## src/hw/rtl/tru_pkg.sv

```systemverilog
// Shared widths, reset values, register indexes and byte positions for the record unwrapper.
package tru_pkg;

  localparam int TIME_WRAP_BITS = 12;

  localparam int BYTE_W   = 8;
  localparam int RAW_ID_W = 16;
  localparam int RAW_TS_W = 40;
  localparam int TID_W    = 32;
  localparam int TICKS_W  = 52;
  localparam int NS_W     = 60;
  localparam int PERIOD_W = 20;
  localparam int MARGIN_W = 16;
  localparam int CFG_IDX_W = 2;
  localparam int CFG_DATA_W = 20;

  // Product split: low 32 tick bits and the rest, each times the period.
  localparam int LO_W      = 32;
  localparam int HI_W      = TICKS_W - LO_W;
  localparam int LO_PROD_W = LO_W + PERIOD_W;
  localparam int HI_PROD_W = HI_W + PERIOD_W;
  localparam int NS_SHIFT  = 12;

  localparam logic [PERIOD_W-1:0] PERIOD_RESET = 20'd492752;
  localparam logic [MARGIN_W-1:0] MARGIN_RESET = 16'd500;

  localparam logic [CFG_IDX_W-1:0] CFG_PERIOD = 2'd0;
  localparam logic [CFG_IDX_W-1:0] CFG_MARGIN = 2'd1;

  localparam logic [2:0] POS_FPGA   = 3'd0;
  localparam logic [2:0] POS_ID_LO  = 3'd1;
  localparam logic [2:0] POS_ID_HI  = 3'd2;
  localparam logic [2:0] POS_TS_B0  = 3'd3;
  localparam logic [2:0] POS_TS_B1  = 3'd4;
  localparam logic [2:0] POS_TS_B2  = 3'd5;
  localparam logic [2:0] POS_TS_B3  = 3'd6;
  localparam logic [2:0] POS_LAST   = 3'd7;

  // Result word, last field in the lowest bits.
  typedef struct packed {
    logic [NS_W-1:0]    ns_q4;
    logic [TICKS_W-1:0] ticks;
    logic [TID_W-1:0]   trigger_id;
    logic [BYTE_W-1:0]  fpga_id;
  } result_t;

endpackage

```

## src/hw/rtl/tru_scale.sv

```systemverilog
// Tick-to-nanosecond scaler: two registered partial products and a final add.
module tru_scale
  import tru_pkg::*;
(
  input  logic                clk,
  input  logic                ld,
  input  logic [TICKS_W-1:0]  ticks,
  input  logic [PERIOD_W-1:0] period,
  output logic [NS_W-1:0]     ns_q4
);

  logic [LO_PROD_W-1:0] lo_prod_r;
  logic [HI_PROD_W-1:0] hi_prod_r;
  logic [LO_PROD_W-1:0] lo_prod_nxt;
  logic [HI_PROD_W-1:0] hi_prod_nxt;

  assign lo_prod_nxt = LO_PROD_W'(ticks[LO_W-1:0]) * LO_PROD_W'(period);
  assign hi_prod_nxt = HI_PROD_W'(ticks[TICKS_W-1:LO_W]) * HI_PROD_W'(period);

  always_ff @(posedge clk) begin
    if (ld) begin
      lo_prod_r <= lo_prod_nxt;
      hi_prod_r <= hi_prod_nxt;
    end
  end

  // (hi << 32 - 12) + (lo >> 12), kept to 60 bits
  assign ns_q4 = {hi_prod_r, {(NS_W-HI_PROD_W){1'b0}}}
               + {{(NS_W-(LO_PROD_W-NS_SHIFT)){1'b0}}, lo_prod_r[LO_PROD_W-1:NS_SHIFT]};

endmodule

```

## src/hw/rtl/trigger_record_unwrapper_top.sv

```systemverilog
// Top level: byte assembly, wrap tracking, scaling pipeline and result register.
// A result word passes through stage 1, stage 2 and the result register once the last byte of its record is taken.
// Throughput: one byte word per cycle while in_tready is high; one result per 8-byte record.
// The last byte of a record waits only if all three result stages are full and stalled.
// Reset (rst_n low, synchronous) clears byte position, wrap counters, history and stage
// valids, and loads the period and margin registers with their default values.
module trigger_record_unwrapper_top
  import tru_pkg::*;
(
  input  logic                  clk,
  input  logic                  rst_n,
  // input bytes
  input  logic                  in_tvalid,
  output logic                  in_tready,
  input  logic [7:0]            in_tdata,   // [7:0] data_byte
  // results
  output logic                  out_tvalid,
  input  logic                  out_tready,
  output logic [151:0]          out_tdata,  // [7:0] fpga_trigger_id, [39:8] trigger_id,
                                            // [91:40] timestamp_ticks, [151:92] timestamp_ns_q4
  // configuration writes
  input  logic                  cfg_valid,
  output logic                  cfg_ready,
  input  logic [CFG_IDX_W-1:0]  cfg_index,
  input  logic [CFG_DATA_W-1:0] cfg_data
);

  // ---------------- configuration registers ----------------
  logic [PERIOD_W-1:0] period_r;
  logic [MARGIN_W-1:0] margin_r;

  assign cfg_ready = 1'b1;

  always_ff @(posedge clk) begin
    if (!rst_n) begin
      period_r <= PERIOD_RESET;
      margin_r <= MARGIN_RESET;
    end else if (cfg_valid) begin
      case (cfg_index)
        CFG_PERIOD: period_r <= cfg_data[PERIOD_W-1:0];
        CFG_MARGIN: margin_r <= cfg_data[MARGIN_W-1:0];
        default: ;  // unused index, write dropped
      endcase
    end
  end

  // ---------------- stage handshake ----------------
  logic s1_v_r, s2_v_r, out_v_r;
  logic out_ld, s2_free, s1_free, s1_adv, s2_adv;
  logic in_fire, rec_done;
  logic [2:0] pos_r;

  assign out_ld  = !out_v_r || out_tready;
  assign s2_free = !s2_v_r || out_ld;
  assign s1_free = !s1_v_r || s2_free;
  assign s1_adv  = s1_v_r && s2_free;
  assign s2_adv  = s2_v_r && out_ld;

  // Only the closing byte needs a free slot; the rest just fill assembly registers.
  assign in_tready = (pos_r != POS_LAST) || s1_free;
  assign in_fire   = in_tvalid && in_tready;
  assign rec_done  = in_fire && (pos_r == POS_LAST);

  // ---------------- record assembly ----------------
  logic [BYTE_W-1:0]   fpga_r;
  logic [RAW_ID_W-1:0] raw_id_r;
  logic [LO_W-1:0]     raw_ts_r;   // low four timestamp bytes; the fifth arrives last

  always_ff @(posedge clk) begin
    if (!rst_n) begin
      pos_r <= POS_FPGA;
    end else if (in_fire) begin
      pos_r <= pos_r + 3'd1;
    end
  end

  always_ff @(posedge clk) begin
    if (!rst_n) begin
      fpga_r   <= '0;
      raw_id_r <= '0;
      raw_ts_r <= '0;
    end else if (in_fire) begin
      case (pos_r)
        POS_FPGA:  fpga_r          <= in_tdata;
        POS_ID_LO: raw_id_r[7:0]   <= in_tdata;
        POS_ID_HI: raw_id_r[15:8]  <= in_tdata;
        POS_TS_B0: raw_ts_r[7:0]   <= in_tdata;
        POS_TS_B1: raw_ts_r[15:8]  <= in_tdata;
        POS_TS_B2: raw_ts_r[23:16] <= in_tdata;
        POS_TS_B3: raw_ts_r[31:24] <= in_tdata;
        default: ;  // last byte goes straight into the wrap logic
      endcase
    end
  end

  // ---------------- wrap tracking ----------------
  logic [RAW_TS_W-1:0]       prev_ts_r;
  logic [RAW_ID_W-1:0]       prev_id_r;
  logic [TIME_WRAP_BITS-1:0] ts_wraps_r, ts_wraps_nxt;
  logic [RAW_ID_W-1:0]       id_wraps_r, id_wraps_nxt;
  logic [RAW_TS_W-1:0]       raw_ts;
  logic [RAW_ID_W-1:0]       id_floor;
  logic                      ts_wrap, id_wrap;

  assign raw_ts   = {in_tdata, raw_ts_r};
  assign ts_wrap  = raw_ts < prev_ts_r;
  assign id_floor = prev_id_r - margin_r;
  // no id wrap while the previous id sits within the margin of zero
  assign id_wrap  = (prev_id_r > margin_r) && (raw_id_r < id_floor);

  assign ts_wraps_nxt = ts_wrap ? ts_wraps_r + TIME_WRAP_BITS'(1) : ts_wraps_r;
  assign id_wraps_nxt = id_wrap ? id_wraps_r + RAW_ID_W'(1) : id_wraps_r;

  always_ff @(posedge clk) begin
    if (!rst_n) begin
      prev_ts_r  <= '0;
      prev_id_r  <= '0;
      ts_wraps_r <= '0;
      id_wraps_r <= '0;
    end else if (rec_done) begin
      prev_ts_r  <= raw_ts;
      prev_id_r  <= raw_id_r;
      ts_wraps_r <= ts_wraps_nxt;
      id_wraps_r <= id_wraps_nxt;
    end
  end

  // ---------------- stage 1: extended record ----------------
  logic [BYTE_W-1:0]  s1_fpga_r;
  logic [TID_W-1:0]   s1_tid_r;
  logic [TICKS_W-1:0] s1_ticks_r;

  always_ff @(posedge clk) begin
    if (rec_done) begin
      s1_fpga_r  <= fpga_r;
      s1_tid_r   <= {id_wraps_nxt, raw_id_r};
      s1_ticks_r <= TICKS_W'({ts_wraps_nxt, raw_ts});
    end
  end

  // ---------------- stage 2: partial products ----------------
  logic [BYTE_W-1:0]  s2_fpga_r;
  logic [TID_W-1:0]   s2_tid_r;
  logic [TICKS_W-1:0] s2_ticks_r;
  logic [NS_W-1:0]    s2_ns;

  tru_scale u_scale (
    .clk    (clk),
    .ld     (s1_adv),
    .ticks  (s1_ticks_r),
    .period (period_r),
    .ns_q4  (s2_ns)
  );

  always_ff @(posedge clk) begin
    if (s1_adv) begin
      s2_fpga_r  <= s1_fpga_r;
      s2_tid_r   <= s1_tid_r;
      s2_ticks_r <= s1_ticks_r;
    end
  end

  // ---------------- result register ----------------
  result_t out_r;

  always_ff @(posedge clk) begin
    if (s2_adv) begin
      out_r.fpga_id    <= s2_fpga_r;
      out_r.trigger_id <= s2_tid_r;
      out_r.ticks      <= s2_ticks_r;
      out_r.ns_q4      <= s2_ns;
    end
  end

  always_ff @(posedge clk) begin
    if (!rst_n) begin
      s1_v_r  <= 1'b0;
      s2_v_r  <= 1'b0;
      out_v_r <= 1'b0;
    end else begin
      if (rec_done)     s1_v_r <= 1'b1;
      else if (s2_free) s1_v_r <= 1'b0;

      if (s1_adv)      s2_v_r <= 1'b1;
      else if (out_ld) s2_v_r <= 1'b0;

      if (s2_adv)          out_v_r <= 1'b1;
      else if (out_tready) out_v_r <= 1'b0;
    end
  end

  assign out_tvalid = out_v_r;
  assign out_tdata  = out_r;

  // ---------------- assertions ----------------
  a_rec_loads_s1: assert property (@(posedge clk) disable iff (!rst_n)
    rec_done |=> s1_v_r)
    else $error("closing byte did not load stage 1");

  a_pos_steps: assert property (@(posedge clk) disable iff (!rst_n)
    in_fire |=> pos_r == $past(pos_r) + 3'd1)
    else $error("byte position did not advance on accepted word");

  a_s1_holds: assert property (@(posedge clk) disable iff (!rst_n)
    (s1_v_r && !s2_free && !rec_done) |=> (s1_v_r && $stable(s1_ticks_r)))
    else $error("stalled stage 1 lost its record");

  a_midrecord_ready: assert property (@(posedge clk) disable iff (!rst_n)
    (pos_r != POS_LAST) |-> in_tready)
    else $error("input stalled inside a record");

endmodule
```

## config.mk

```make
export PLATFORM = sky130hd
export DESIGN_NAME = trigger_record_unwrapper_top
export DESIGN_NICKNAME = d
export VERILOG_FILES = /design/src/hw/rtl/tru_pkg.sv /design/src/hw/rtl/tru_scale.sv /design/src/hw/rtl/trigger_record_unwrapper_top.sv
export SDC_FILE = /design/constraint.sdc
export NUM_CORES = 2
export LEC_CHECK = 0
export BUFFER_PORTS_ARGS = -buffer_cell sky130_fd_sc_hd__buf_2
export CORE_MARGIN = 2
export CORE_UTILIZATION = 49
export CTS_BUF_LIST = sky130_fd_sc_hd__clkbuf_2 sky130_fd_sc_hd__clkbuf_4 sky130_fd_sc_hd__clkbuf_8
export CTS_CLUSTER_SIZE = 24
export DETAILED_ROUTE_END_ITERATION = 8
export HOLD_SLACK_MARGIN = 0.05
export PLACE_DENSITY = 0.66
export SLEW_MARGIN = 10
export SYNTH_ARGS = -nofsm -noshare
export SYNTH_HDL_FRONTEND = slang
export SYNTH_SLANG_ARGS = --single-unit
```

## constraint.sdc

```tcl
create_clock -name clk -period 11.8 [get_ports clk]
set_input_delay 1.77 -clock clk [delete_from_list [all_inputs] [get_ports clk]]
set_output_delay 1.77 -clock clk [all_outputs]
set_load 0.1 [all_outputs]
```

==> flow_metrics.py <==
metrics = {
    "outcome": {
        "status": "complete, no violations",
    },
    "timing": {
        "worst_pin_slew_ps": 1197,
        "fin_crit_ps": 8306,
        "skew_ps": 57.01,
        "finalSetupTns_ps": 0,
        "finalHoldViolCount": 0,
        "finalCritPeriodShare_pct": 70.39,
        "rsz0062_at_grt": "no",
        "relSlewSlack_pct": 20.21,
        "fmax_mhz": 120.4,
        "setup_violations": 0,
        "slew_viol_final": 0,
    },
    "global_route": {
        "first_global_vias": 40900,
        "grt_max_degree": 100,
        "grt_use_total_pct": 24.84,
        "grt_pass1_wl_mm": 228.1,
        "grt-ovfl-total": 0,
        "antenna_found_initial": 11,
    },
    "critical_path": {
        "cp-end-kind": "register",
        "path_class": "register to register",
        "start_kind": "register",
        "crit_arrival_ps": 8830,
        "r2r_slack_ps": 3490,
        "rr_worst_depth": 24,
        "required_ps": 12320,
        "crit_fanout": 21,
    },
    "synthesis": {
        "syn_inst": 5659,
        "synth_cell_types": 74,
        "seq_area_frac_synth_pct": 28.47,
        "avgSynthCellArea_um2": 10.02,
        "synthArstFlopShare_pct": 0,
        "synth_ff_type": "edfxtp_1",
        "synth_top_area_share_pct": 30.27,
        "yosysWarnings": 0,
        "synthTopCellsByCount": "inv_1 (1,038), nand2_1 (885), fa_1 (857), and2_1 (471), edfxtp_1 (416)",
        "yosys-top-cells-area": "fa_1 (30%), edfxtp_1 (22%), ha_1 (9.0%)",
        "synth_nets": 6959,
        "synth_edf_count": 416,
        "netlist_area_um2": 56680,
        "synth_seq_cells": 598,
        "yosysTopAreaCell": "fa_1",
        "yosysMostFrequentCell": "inv_1",
    },
    "floorplan": {
        "rows": 124,
        "core-area_um2": 114500,
        "io_pins": 190,
        "dieArea_um2": 118400,
        "die_y_um": 344.1,
        "start_util_pct": 49.50,
        "die-width_um": 344.1,
    },
    "cells_and_area": {
        "syn_to_final_growth_pct": 8.080,
        "drive_above_1_share_pct": 8.093,
        "layout.nets": 7008,
    },
    "route": {
        "drt_pass1_iterations": 5,
        "drt_iter0_drc": 2782,
        "viasPerCell": 5.309,
        "wl_per_cell_um": 19.52,
        "drc": 0,
        "drtAntennaViolNets": 0,
        "wl_mm": 142.7,
        "vias": 38810,
    },
    "clocking": {
        "cts_made_buffers": 100,
        "cts-root-buf": "clkbuf_8",
        "clkLatencyLatePin_ps": 780,
        "cts.htree.levels": 3,
        "holdBufCountCts": 0,
        "cts_tree": "built",
        "ctsResizeCount": 0,
        "clock-sinks": 598,
        "cts_buffer_depth": 3,
        "clk_pin_slew_worst_paths_ps": 60,
        "post-cts-setup-buffers": 0,
    },
    "hold_path": {
        "holdPathStages": 0,
        "hold_class": "register to register",
    },
    "placed_design": {
        "port_buffers": 188,
        "hpwlAfterDp_mm": 100.5,
        "gp_congestion": 0.8776,
    },
    "flow_run": {
        "drv_cap": 0,
    },
}
-- registers in the layout, summed over array words and instances (netlist names), 20 cells and up --
name and flops:
u_scale.hi_prod_r 40, raw_ts_r 32, prev_ts_r 40, s1_tid_r 32, s2_ticks_r 52, out_tdata 152
s2_tid_r 32, period_r 20, s1_ticks_r 52, u_scale.lo_prod_r 40
-- cell type report --
class | count | area (µm²)
Antenna cell | 4 | 10.01
Inverter | 1040 | 3911
Sequential cell | 598 | 16150
Fill cell | 10220 | 53240
Clock buffer | 148 | 1824
Timing Repair Buffer | 253 | 1429
Clock inverter | 41 | 521.8
Tap cell | 1512 | 1892
Multi-Input combinational cell | 3715 | 35520
-- cells in the final DEF (no fill, tap or decap), drive strengths merged, types with 14 or more instances in the layout --
master,netlist,layout
buf,18,253
clkbuf,288,148
a21oi,245,245
o211ai,17,17
clkinv,1,23
xnor2,105,105
nor2b,24,24
xor2,54,54
and2,471,471
edfxtp,416,416
fa,857,857
nand4,25,25
dfxtp,182,182
and3,31,31
nand3,77,77
ha,408,408
a21o,72,72
inv,1039,1042
nor3,28,28
o21bai,14,14
nand2,885,885
nand2b,23,23
nor2,115,115
o21ai,75,75
mux2i,31,31
or3,15,15
a211oi,14,14
-- critical path: stages (launching register included) --
cell,delay (ps)
edfxtp_1,1140
nand2_1,190
fa_1,570
inv_1,60
fa_1,480
inv_1,50
fa_1,500
inv_1,50
fa_1,570
fa_1,440
fa_1,490
inv_1,50
fa_1,470
inv_1,40
ha_1,360
and3_1,220
nor2b_1,250
a22oi_1,180
and4bb_1,240
a211oi_1,700
a31o_2,310
a41o_1,230
o21a_1,170
o21a_1,190
o211ai_1,100
-- logic make-up (layout without fill, tap and decap cells) --
| family | after synthesis | in the layout | synth area share (%) |
|---|---|---|---|
| buffers and inverters | 1346 | 1482 | 8.928 |
| DFF | 598 | 598 | 28.47 |
| muxes | 33 | 33 | 0.5872 |
| other | 1 | 5 | 0.006617 |
| AOI/OAI and AO/OA | 522 | 522 | 5.669 |
| and+or+nand+nor | 1735 | 1735 | 14.60 |
| adders and majority gates | 1265 | 1265 | 39.28 |
| xor gates and xnor gates | 159 | 159 | 2.457 |
-- metrics by stage --
step	util [%]	hold WS (ps)	cells	setup slack (ps)	cell area, µm²
2_1_floorplan	-	400.3	5659	1459	56680
3_3_place_gp	51.44	400.9	7118	3671	58900
3_5_place_dp	51.44	404.5	7118	3607	58900
4_1_cts	53.49	383.0	7307	3589	61250
5_1_grt	53.50	395.8	7311	3197	61260
6_report	53.50	376.4	7311	3494	61260
-- per-layer routing --
layer	track usage (%)	share of wire [%]
met1	35.21	44
met2	37.96	44
met3	6.322	9.5
met4	6.938	2.5
met5	0	0.022
-- worst paths after layout --
path                   from                     to
max reg2reg  s1_ticks_r[22]  u_scale.lo_prod_r[49]
max          s1_ticks_r[22]  u_scale.lo_prod_r[49]
min reg2reg   s2_ticks_r[2]          out_tdata[42]
min           s2_ticks_r[2]          out_tdata[42]
Power is left out: the tool's default activity adds up to more than one toggle a clock period on the data nets, which glitch-free logic cannot reach.
